===== config.mk =====
export PLATFORM = sky130hd
export DESIGN_NAME = servo_pulse_sequencer
export DESIGN_NICKNAME = d
export VERILOG_FILES = /design/src/hw/rtl/spp_pkg.sv /design/src/hw/rtl/servo_pulse_sequencer.sv
export SDC_FILE = /design/constraint.sdc
export NUM_CORES = 1
export LEC_CHECK = 0
export CAP_MARGIN = 20
export CORE_UTILIZATION = 35
export DETAILED_ROUTE_END_ITERATION = 7
export DONT_BUFFER_PORTS = 1
export GPL_TIMING_DRIVEN = 1
export HOLD_SLACK_MARGIN = 0.03
export SLEW_MARGIN = 20
export SYNTH_ARGS = -nofsm -noshare
export SYNTH_HDL_FRONTEND = slang
export SYNTH_SLANG_ARGS = --single-unit

===== constraint.sdc =====
create_clock -name clk -period 12.9 [get_ports clk]
set_input_delay 1.935 -clock clk [delete_from_list [all_inputs] [get_ports clk]]
set_output_delay 1.935 -clock clk [all_outputs]
set_load 0.03 [all_outputs]

===== src/hw/rtl/spp_pkg.sv =====
// ----------------------------------------------------------------------------
// spp_pkg
// Shared widths, reset values, register map and position scaling for the
// servo pulse sequencer.
// ----------------------------------------------------------------------------
`default_nettype none

package spp_pkg;

  localparam int CHAN_W  = 4;
  localparam int POS_W   = 16;
  localparam int TIME_W  = 14;
  localparam int FRAME_W = 18;
  localparam int HIGH_W  = 16;
  localparam int RELOAD_W = 16;
  localparam int ADDR_W  = 4;
  localparam int DATA_W  = 32;

  localparam logic [TIME_W-1:0]  SERVO_TIME_RST  = TIME_W'(7500);
  localparam logic [FRAME_W-1:0] FRAME_LEFT_RST  = FRAME_W'(1000);
  localparam logic [FRAME_W-1:0] FRAME_LEN_RST   = FRAME_W'(200000);
  localparam logic [HIGH_W-1:0]  CLK_HIGH_RST    = HIGH_W'(7500);

  localparam int POS_SCALE  = 10000;
  localparam int POS_OFFSET = 2500;
  localparam int PROD_W     = 30;

  typedef enum logic [1:0] {
    REG_PINS_INV  = 2'd0,
    REG_FRAME_LEN = 2'd1,
    REG_CLK_HIGH  = 2'd2
  } reg_idx_t;

  // position * 10000 / 65535 + 2500, exact
  // x = q*65536 + lo  ->  x - q*65535 = lo + q, which stays below 2*65535
  function automatic logic [TIME_W-1:0] scale_position(input logic [POS_W-1:0] pos);
    logic [PROD_W-1:0] prod;
    logic [TIME_W-1:0] q_est;
    logic [16:0]       rem;
    logic [TIME_W-1:0] q;
    prod  = PROD_W'(pos) * PROD_W'(POS_SCALE);
    q_est = prod[PROD_W-1:16];
    rem   = {1'b0, prod[15:0]} + 17'(q_est);
    q     = (rem >= 17'd65535) ? q_est + TIME_W'(1) : q_est;
    return q + TIME_W'(POS_OFFSET);
  endfunction

endpackage

`default_nettype wire


===== src/hw/rtl/servo_pulse_sequencer.sv =====
// ----------------------------------------------------------------------------
// servo_pulse_sequencer
// Drives clock and reset of an external decade counter, one servo pulse per
// channel in turn, and stores scaled servo positions.
// ----------------------------------------------------------------------------
// Usage:
//   in_* beats are either a set-position (op=1) or a timer compare event (op=0).
//   Each accepted beat gives exactly one out_* beat: pin levels after optional
//   inversion, plus the next compare reload for timer events.
//   A beat accepted into the input register moves on to the result register
//   and shows on out_*. Throughput is one beat per cycle while out_stall is
//   low; the state update and the position scaling are combinational.
//   When out_stall is high the result register holds and one more beat is
//   taken into the input register, after which in_stall rises.
//   Reset (rst_n low, synchronous) puts the sequencer in the reset-high phase
//   with 1000 units of frame time left, all channels at 7500 and the
//   registers at their defaults: no inversion, frame 200000, clock high 7500.
//   The user must write registers over the APB port while the block is idle; it never checks.
// ----------------------------------------------------------------------------
`default_nettype none

module servo_pulse_sequencer #(
  parameter int CHANNELS = 8
) (
  input  logic                          clk,
  input  logic                          rst_n,
  input  logic                          in_valid,
  output logic                          in_stall,
  input  logic                          in_op,
  input  logic [spp_pkg::CHAN_W-1:0]    in_channel,
  input  logic [spp_pkg::POS_W-1:0]     in_position,
  output logic                          out_valid,
  input  logic                          out_stall,
  output logic                          out_clock_pin,
  output logic                          out_reset_pin,
  output logic                          out_reload_write,
  output logic [spp_pkg::RELOAD_W-1:0]  out_reload_value,
  input  logic                          psel,
  input  logic                          penable,
  input  logic                          pwrite,
  input  logic [spp_pkg::ADDR_W-1:0]    paddr,
  input  logic [spp_pkg::DATA_W-1:0]    pwdata,
  output logic [spp_pkg::DATA_W-1:0]    prdata,
  output logic                          pready
);
  import spp_pkg::*;

  localparam int IDXW = (CHANNELS > 1) ? $clog2(CHANNELS) : 1;
  localparam logic [CHAN_W:0] CH_CNT = (CHAN_W+1)'(CHANNELS);

  typedef enum logic [2:0] {
    PH_CLK_HIGH = 3'd0,
    PH_CLK_LOW  = 3'd1,
    PH_RST_HIGH = 3'd3,
    PH_RST_LOW  = 3'd4
  } phase_t;

  // configuration
  logic               pins_inv_r;
  logic [FRAME_W-1:0] frame_len_r;
  logic [HIGH_W-1:0]  clk_high_r;

  // sequencer state
  phase_t             phase_r, phase_nxt;
  logic [CHAN_W-1:0]  servo_idx_r, servo_idx_nxt;
  logic [FRAME_W-1:0] frame_left_r, frame_left_nxt;
  logic               clk_lvl_r, clk_lvl_nxt;
  logic               rst_lvl_r, rst_lvl_nxt;
  logic [TIME_W-1:0]  servo_times_r [CHANNELS];

  // input and result registers
  logic               in_vld_r;
  logic               in_op_r;
  logic [CHAN_W-1:0]  in_ch_r;
  logic [POS_W-1:0]   in_pos_r;
  logic               out_vld_r;
  logic               out_clk_r, out_rst_r, out_rw_r;
  logic [RELOAD_W-1:0] out_rv_r;

  logic               adv, fire, in_acc, cfg_wr;
  logic               idx_ok, ch_ok, pos_wr;
  logic [TIME_W-1:0]  servo_t, scaled;
  logic               rw;
  logic [RELOAD_W-1:0] rv;

  assign adv      = !out_vld_r || !out_stall;
  assign in_stall = in_vld_r && !adv;
  assign in_acc   = in_valid && !in_stall;
  assign fire     = in_vld_r && adv;
  assign cfg_wr   = psel && penable && pwrite && pready;
  assign pready   = 1'b1;

  assign idx_ok  = {1'b0, servo_idx_r} < CH_CNT;
  assign ch_ok   = {1'b0, in_ch_r} < CH_CNT;
  assign servo_t = idx_ok ? servo_times_r[servo_idx_r[IDXW-1:0]] : '0;
  assign scaled  = scale_position(in_pos_r);
  assign pos_wr  = fire && in_op_r && ch_ok;

  always_comb begin
    phase_nxt      = phase_r;
    servo_idx_nxt  = servo_idx_r;
    frame_left_nxt = frame_left_r;
    clk_lvl_nxt    = clk_lvl_r;
    rst_lvl_nxt    = rst_lvl_r;
    rw             = 1'b0;
    rv             = '0;
    if (!in_op_r) begin
      rw = 1'b1;
      unique case (phase_r)
        PH_CLK_HIGH: begin
          clk_lvl_nxt    = 1'b0;
          rv             = RELOAD_W'(servo_t >> 1);
          frame_left_nxt = (frame_left_r > FRAME_W'(servo_t)) ?
                           frame_left_r - FRAME_W'(servo_t) : '0;
          servo_idx_nxt  = servo_idx_r + CHAN_W'(1);
          phase_nxt      = PH_CLK_LOW;
        end
        PH_CLK_LOW: begin
          if (idx_ok) begin
            clk_lvl_nxt = 1'b1;
            rv          = RELOAD_W'(clk_high_r >> 1);
            phase_nxt   = PH_CLK_HIGH;
          end else begin
            rst_lvl_nxt = 1'b1;
            rv          = RELOAD_W'(frame_left_r >> 2);
            phase_nxt   = PH_RST_HIGH;
          end
        end
        PH_RST_HIGH: begin
          rst_lvl_nxt = 1'b0;
          rv          = RELOAD_W'(frame_left_r >> 2);
          phase_nxt   = PH_RST_LOW;
        end
        default: begin
          // reset-low and any stray code restart the frame
          clk_lvl_nxt    = 1'b1;
          frame_left_nxt = frame_len_r;
          servo_idx_nxt  = '0;
          rv             = RELOAD_W'(clk_high_r >> 1);
          phase_nxt      = PH_CLK_HIGH;
        end
      endcase
    end
  end

  always_ff @(posedge clk) begin
    if (!rst_n) begin
      pins_inv_r   <= 1'b0;
      frame_len_r  <= FRAME_LEN_RST;
      clk_high_r   <= CLK_HIGH_RST;
      phase_r      <= PH_RST_HIGH;
      servo_idx_r  <= '0;
      frame_left_r <= FRAME_LEFT_RST;
      clk_lvl_r    <= 1'b0;
      rst_lvl_r    <= 1'b1;
      for (int i = 0; i < CHANNELS; i++) begin
        servo_times_r[i] <= SERVO_TIME_RST;
      end
      in_vld_r     <= 1'b0;
      out_vld_r    <= 1'b0;
    end else begin
      if (cfg_wr) begin
        unique case (paddr[3:2])
          REG_PINS_INV:  pins_inv_r  <= pwdata[0];
          REG_FRAME_LEN: frame_len_r <= pwdata[FRAME_W-1:0];
          REG_CLK_HIGH:  clk_high_r  <= pwdata[HIGH_W-1:0];
          default: ;
        endcase
      end
      if (!in_stall) begin
        in_vld_r <= in_valid;
      end
      if (adv) begin
        out_vld_r <= in_vld_r;
      end
      // payload registers, no reset value
      if (in_acc) begin
        in_op_r  <= in_op;
        in_ch_r  <= in_channel;
        in_pos_r <= in_position;
      end
      if (fire) begin
        phase_r      <= phase_nxt;
        servo_idx_r  <= servo_idx_nxt;
        frame_left_r <= frame_left_nxt;
        clk_lvl_r    <= clk_lvl_nxt;
        rst_lvl_r    <= rst_lvl_nxt;
        out_clk_r    <= clk_lvl_nxt ^ pins_inv_r;
        out_rst_r    <= rst_lvl_nxt ^ pins_inv_r;
        out_rw_r     <= rw;
        out_rv_r     <= rv;
      end
      if (pos_wr) begin
        servo_times_r[in_ch_r[IDXW-1:0]] <= scaled;
      end
    end
  end

  always_comb begin
    unique case (paddr[3:2])
      REG_PINS_INV:  prdata = DATA_W'(pins_inv_r);
      REG_FRAME_LEN: prdata = DATA_W'(frame_len_r);
      REG_CLK_HIGH:  prdata = DATA_W'(clk_high_r);
      default:       prdata = '0;
    endcase
  end

  assign out_valid        = out_vld_r;
  assign out_clock_pin    = out_clk_r;
  assign out_reset_pin    = out_rst_r;
  assign out_reload_write = out_rw_r;
  assign out_reload_value = out_rv_r;

endmodule

`default_nettype wire


Word level (Yosys, flattened, before mapping)
Memories as Yosys holds them, arrays and structs flattened. A register that Yosys moved wholly into a read port is not among the register bits.
Cells that the tools add are included.
{"block": "op_classes", "n_addsub": 5, "n_mul": 1, "order_cmp": 4, "n_eq_ne": 4, "n_mux": 26, "bitwise": 4, "n_reduce_logical": 23}
{"op": "18-bit case mux with 3 select lines", "n": 1}
{"op": "16-bit case mux with 3 select lines", "n": 1}
{"op": "14-bit 2-to-1 mux", "n": 3}
{"op": "18-bit case mux with 2 select lines", "n": 1}
{"op": "16-bit by 10-bit multiplier with 26-bit output (second input constant)", "n": 1}
{"op": "18-bit by 14-bit > comparator with 1-bit output", "n": 1}
{"op": "18-bit 2-to-1 mux", "n": 1}
{"op": "18-bit by 14-bit subtractor with 18-bit output", "n": 1}
{"op": "16-bit by 14-bit adder with 17-bit output", "n": 1}
{"op": "17-bit by 16-bit greater-or-equal comparator with 1-bit output (second input constant)", "n": 1}
{"op": "16-bit 2-to-1 mux", "n": 1}
{"op": "14-bit by 1-bit adder with 14-bit output (second input constant)", "n": 1}
{"op": "14-bit by 12-bit adder with 14-bit output (second input constant)", "n": 1}
{"op": "14-bit OR reduction", "n": 1}
{"op": "2-bit AND reduction", "n": 6}
{"op": "1-bit 2-to-1 mux", "n": 10}
{"op": "3-bit 2-to-1 mux", "n": 3}
{"op": "3-bit case mux with 3 select lines", "n": 1}
{"op": "4-bit less-than comparator (second input constant)", "n": 2}
{"op": "4-bit case mux with 2 select lines", "n": 1}
{"op": "1-bit logical AND", "n": 7}
{"op": "4-bit by 1-bit adder with 4-bit output (second input constant)", "n": 1}
{"op": "1-bit logical NOT", "n": 4}
{"op": "3-bit by 1-bit equality test with 1-bit output (second input constant)", "n": 1}
{"op": "13 further kinds", "n": 15}
{"block": "word_totals", "reg_bits": 104, "ramBits": 112, "word_cells": 85, "memories": 1}
{"memory": "servo_times_r", "depth": 8, "width": 14, "read_ports": 1, "rd_clocked_by_memory_dff": 1, "wr": 8, "line": "servo_pulse_sequencer.sv:69", "text": "logic [TIME_W-1:0] servo_times_r [CHANNELS];"}

Longest topological paths before layout
{"block": "depth", "word_depth": 10, "depth_mapped": 39}

Worst setup path before layout
OpenSTA, ideal clock, no wires.
{"block": "synth_timing", "path_kind": "register to register", "start": "reg in_pos_r[4]", "end": "mem servo_times_r[0][8] (data pin)", "setup_time_ns": 0.278, "arrival_ns": 9.020, "required_ns": 12.622, "slack_ns": 3.602, "stages_incl_launch_ff": 38, "n_path_buf": 2, "synth_period_minus_slack_ns": 9.298, "path_cell_list": "edfxtp_1 > inv_1 > fa_1 > inv_1 > ha_1 > inv_1 > fa_1 > inv_1 > ha_1 > fa_1 > ha_1 > buf_4 > a21o_1 > nor3_2 > a211oi_2 > a21oi_1 > xor2_1 > inv_1 > (+2 left out) > o22ai_1 > o41ai_1 > or4b_1 > o211a_1 > or4_4 > a2111oi_4 > a21oi_2 > clkbuf_1 > nor2b_1 > xnor2_1 > ha_1 > nand2_1 > nor3_1 > a311o_1 > o21ai_0 > o41ai_1 > xnor2_1 > nand2_1"}
{"item": "start: declaration", "line": "servo_pulse_sequencer.sv:75", "text": "logic [POS_W-1:0] in_pos_r;"}
{"item": "start signal: assignment", "line": "servo_pulse_sequencer.sv:180", "text": "in_pos_r <= in_position;"}
{"item": "end: declaration", "line": "servo_pulse_sequencer.sv:69"}

==> tab_implementation.tex <==
\begin{tabular}{lr}
\hline
Metric & Value \\
\hline
\multicolumn{2}{l}{\textbf{Floorplanning}} \\
\quad Vert. Die Dim & roughly 200 um \\
\quad DIE WIDTH & between 200 and 250 um \\
\quad Initial standard-cell utilization of the core & a little over a third \\
\quad Count of standard-cell rows & 72 \\
\quad I/O Pins & between 100 and 150 \\
\quad Die Outline Area & between 0.04 and 0.05 mm\^{}2 \\
\quad Core region area & about 0.039 mm\^{}2 \\
\multicolumn{2}{l}{\textbf{Detailed routing}} \\
\quad Total wirelength of the detailed-routed design & 32.9 mm \\
\quad First drt pass iteration count & 7 \\
\quad Final routed wire length divided by cell count & roughly 18 um \\
\quad DRC violation count after routing & 0 \\
\quad Number of design-rule violations left by the first detailed-router iteration & 608 \\
\quad Number of vias per cell after detailed routing & about 5.3 \\
\quad Via Count & $\sim$10000 \\
\quad Number of routed nets with antenna violations & 0 \\
\multicolumn{2}{l}{\textbf{Clocking}} \\
\quad TritonCTS clock tree & done \\
\quad Root buffer cell & sky130\_fd\_sc\_hd\_\_clkbuf\_16 \\
\quad H-Tree Depth & 1 \\
\quad Post-CTS Resized & 0 \\
\quad Worst skew pair latency & 0.56 ns \\
\quad Clock-pin transition on the worst setup and hold timing paths & roughly 0.06 ns \\
\quad TritonCTS Sinks & 219 \\
\quad Hold buffer count at cts & 0 \\
\quad Maximum buffer depth of the clock tree & 3 \\
\quad CTS Buf Count & 25 \\
\quad Setup Fix Bufs, Post-CTS & 0 \\
\multicolumn{2}{l}{\textbf{Synthesis}} \\
\quad Synth Flop Type & sky130\_fd\_sc\_hd\_\_edfxtp\_1 \\
\quad Number of enable-type register cells in the synthesized netlist & between 150 and 200 \\
\quad Cell types with the highest counts after synthesis & 200 x sky130\_fd\_sc\_hd\_\_nand2\_1, 152 x sky130\_fd\_sc\_hd\_\_edfxtp\_1, 139 x sky130\_fd\_sc\_hd\_\_nor2\_1 \\
\quad Flops \& latches, synth & roughly 220 \\
\quad Mean instance size in the synthesized netlist & slightly above 10 um\^{}2 \\
\quad Area fraction of the dominant cell type after synthesis & roughly a third \\
\quad Share of flip-flops with an asynchronous set or reset after synthesis & 0\% \\
\quad Post-synth design cell area & 0.0139 mm\^{}2 \\
\quad Most common cell in the netlist & sky130\_fd\_sc\_hd\_\_nand2\_1 \\
\quad Proportion of synthesized chip area in sequential cells & 42.6\% \\
\quad Cell variety after synth & between 70 and 80 \\
\quad Synth top area cells & sky130\_fd\_sc\_hd\_\_edfxtp\_1 33\%, sky130\_fd\_sc\_hd\_\_dfxtp\_1 9.7\%, sky130\_fd\_sc\_hd\_\_ha\_1 8.8\% \\
\quad Post-Syn Instances & about 1400 \\
\quad Synth Warn \# & 0 \\
\quad Cell type contributing the most total cell area after synthesis & sky130\_fd\_sc\_hd\_\_edfxtp\_1 \\
\multicolumn{2}{l}{\textbf{Layout}} \\
\quad Nets & $\sim$1500 \\
\quad Fraction of final layout cells with drive strength greater than 1 & under 10\% \\
\quad ANT cells & 0 \\
\quad Layout Cells excl Fill & roughly 1900 \\
\quad Number of filler instances in the final layout & 3714 \\
\quad Area growth from synthesis to final layout & 9.84\% \\
\multicolumn{2}{l}{\textbf{Global route}} \\
\quad Global-route wire length before repair & $\sim$53 mm \\
\quad Global routing usage summed across all routing layers & around 16\% \\
\quad Total congestion overflow & 0 \\
\quad Pin count of the biggest net entering global routing & 74 \\
\quad GR met1 Demand/Resource & about a fifth \\
\quad Peak-usage layer in the global routing report & met2 \\
\quad Met2 capacity usage during global routing & between 20 and 30\% \\
\quad Via count of the first global-routing pass & 9749 \\
\quad Global routing met3 resource utilization & roughly 2.0\% \\
\quad Number of antenna violations at the first check in global routing & 0 \\
\multicolumn{2}{l}{\textbf{Placed design}} \\
\quad Dpl hpwl & around 24 mm \\
\quad Port-buffer cells & 0 \\
\quad Placer congestion estimate & between 0.8 and 0.9 \\
\quad Cells after DPL & around 1800 \\
\multicolumn{2}{l}{\textbf{Pwr}} \\
\quad LEAKAGE & $\sim$5.8 nW \\
\quad IR drop worst, VDD & between 150 and 200 uV \\
\quad Power density over the cells & approximately 210 mW/mm\^{}2 \\
\multicolumn{2}{l}{\textbf{Worst setup path}} \\
\quad Critical-path cell with the highest stage delay & sky130\_fd\_sc\_hd\_\_xnor2\_1 \\
\quad Start point of the critical path & in\_pos\_r[4] \\
\quad Data required time at the worst endpoint & 13.18 ns \\
\quad Nature of the critical path startpoint & register \\
\quad Arr. time, crit path & around 11 ns \\
\quad Worst stage delay on the critical path & approximately 0.67 ns \\
\quad Worst Setup End Kind & register \\
\quad Crit path max fanout & 17 \\
\quad Path type of the worst setup path & register to register \\
\quad Reg-to-reg critical path startpoint & in\_pos\_r[4] \\
\multicolumn{2}{l}{\textbf{Hold path}} \\
\quad Class of the tightest hold or removal check & register to register \\
\quad Hold Path Origin & clk\_high\_r[0] \\
\multicolumn{2}{l}{\textbf{STA}} \\
\quad Fraction of the cycle the final worst path needs & about 84\% \\
\quad Final number of hold-violating endpoints & 0 \\
\quad Final setup vio count & 0 \\
\quad Final Max Tran Viols & 0 \\
\quad Final Critical Period & 10.87 ns \\
\quad Actual transition at the worst max-transition pin & between 0.9 and 1 ns \\
\quad Fin Setup TNS & 0 ns \\
\quad RSZ-0062 raised after global routing & no \\
\quad Max Clock Freq & slightly above 90 MHz \\
\quad Post-route clock skew & 0.0204 ns \\
\quad Slew margin rel. & a little over a third \\
\multicolumn{2}{l}{\textbf{Run status}} \\
\quad Run status & finished clean \\
\multicolumn{2}{l}{\textbf{Job}} \\
\quad Max-capacitance violation count & 0 \\
\hline
\end{tabular}
-- where the power goes --
group          switching (mW)  internal, mW  total [mW]
logic                    1.13         0.551        1.68
registers              0.0157         0.770       0.786
clock network           0.307         0.433       0.740
-- path summary, 6_finish.rpt --
| kind | to | slack (ns) | cells past startpoint |
|---|---|---|---|
| worst max-delay path | servo_times_r[2][8] | 2.03 | 35 |
| worst min-delay path | clk_high_r[0] | 0.47 | 2 |
| worst max register to register | servo_times_r[2][8] | 2.03 | 35 |
| worst min register to register | clk_high_r[0] | 0.47 | 2 |
-- placed cells by master, fill, tap and decap left out, types with 5 or more instances in the layout --
cell                        count
sky130_fd_sc_hd__or2_2         10
sky130_fd_sc_hd__ha_1          98
sky130_fd_sc_hd__o31ai_1        6
sky130_fd_sc_hd__a222oi_1       8
sky130_fd_sc_hd__and2_1         9
sky130_fd_sc_hd__nand3_1       37
sky130_fd_sc_hd__a2111oi_0     15
sky130_fd_sc_hd__mux4_2        28
sky130_fd_sc_hd__xor2_1        18
sky130_fd_sc_hd__and3_1         7
sky130_fd_sc_hd__a21o_1         8
sky130_fd_sc_hd__nand2b_1      13
sky130_fd_sc_hd__o21a_1         8
sky130_fd_sc_hd__nor2_1       138
sky130_fd_sc_hd__clkbuf_1       5
sky130_fd_sc_hd__fa_1          37
sky130_fd_sc_hd__nor4_1         6
sky130_fd_sc_hd__a21oi_1       32
sky130_fd_sc_hd__nand2_1      200
sky130_fd_sc_hd__conb_1        15
sky130_fd_sc_hd__o21ai_0       34
sky130_fd_sc_hd__mux2_2        14
sky130_fd_sc_hd__a22o_1        17
sky130_fd_sc_hd__or3_1         13
sky130_fd_sc_hd__clkbuf_16     29
sky130_fd_sc_hd__o211ai_1       7
sky130_fd_sc_hd__a22oi_1        5
sky130_fd_sc_hd__o21bai_1       7
sky130_fd_sc_hd__a211oi_1      10
sky130_fd_sc_hd__nor2b_1       18
sky130_fd_sc_hd__dfxtp_1       65
sky130_fd_sc_hd__nand4_1       13
sky130_fd_sc_hd__xnor2_1       38
sky130_fd_sc_hd__buf_4          9
sky130_fd_sc_hd__nor3_1        17
sky130_fd_sc_hd__mux2i_1        7
sky130_fd_sc_hd__edfxtp_1     152
sky130_fd_sc_hd__a21boi_0      24
sky130_fd_sc_hd__inv_1        110
-- layout make-up --
cell class,count,area [um^2],area share (%)
Tap cell,518,648,4.26
Sequential cell,219,5910,38.8
Inverter,110,413,2.71
Clock buffer,38,793,5.21
Multi-Input combinational cell,979,7320,48.1
Clock inverter,8,78.8,0.518
Timing Repair Buffer,9,67.6,0.444
-- per-stage QoR --
| stage | setup slack [ns] | area (um^2) | util (%) | total power, mW | hold slack (ns) |
|---|---|---|---|---|---|
| final | 2.03 | 15200 | 39.2 | 3.21 | 0.469 |
| after global routing | 1.37 | 15200 | 39.2 | 3.43 | 0.507 |
| after CTS | 2.10 | 15200 | 39.2 | 3.22 | 0.475 |
| after detailed placement | 2.14 | 14400 | 37.0 | 2.47 | 0.467 |
| after global placement | 2.32 | 14400 | 37.0 | 2.44 | 0.453 |
| after floorplan | 3.60 | 13900 | - | 2.07 | 0.442 |
-- critical path, delay by kind of cell, from the launching register on --
kind	cells	cell delay [ns]
fa+ha+maj	8	3.33
compound gates	13	3.27
simple gates	6	1.54
xor+xnor	3	1.42
buf+inv	5	0.58
flops	1	0.44
-- flip-flops by register name, indices dropped and copies added, names as in the netlist, named ones only --
| name | flops |
|---|---|
| rst_lvl_r | 1 |
| in_vld_r | 1 |
| phase_r | 3 |
| out_clock_pin | 1 |
| servo_times_r | 112 |
| pins_inv_r | 1 |
| in_ch_r | 4 |
| frame_left_r | 18 |
| out_reload_write | 1 |
| clk_high_r | 16 |
| clk_lvl_r | 1 |
| out_reload_value | 16 |
| in_op_r | 1 |
| in_pos_r | 16 |
| out_reset_pin | 1 |
| frame_len_r | 18 |
| servo_idx_r | 4 |
| out_valid | 1 |
-- cells by family after synthesis --
kind of cell	count (synthesis)	synth area share [%]
AND/OR/NAND/NOR	497	16.2
AO/OA/AOI/OAI	227	12.2
flip-flops	219	42.6
buffers and inverters	172	5.10
adder cells (fa/ha/maj)	135	14.2
XOR/XNOR	56	3.54
multiplexers	49	6.19
other	2	0.0542
-- layer usage --
layer	vias up	share of wire, %
met4	0	3.4
met5	-	0
met2	232	49
met1	4795	43
met3	66	4.0
li1	4790	-
No activity file was read; power rests on OpenSTA's default activity.
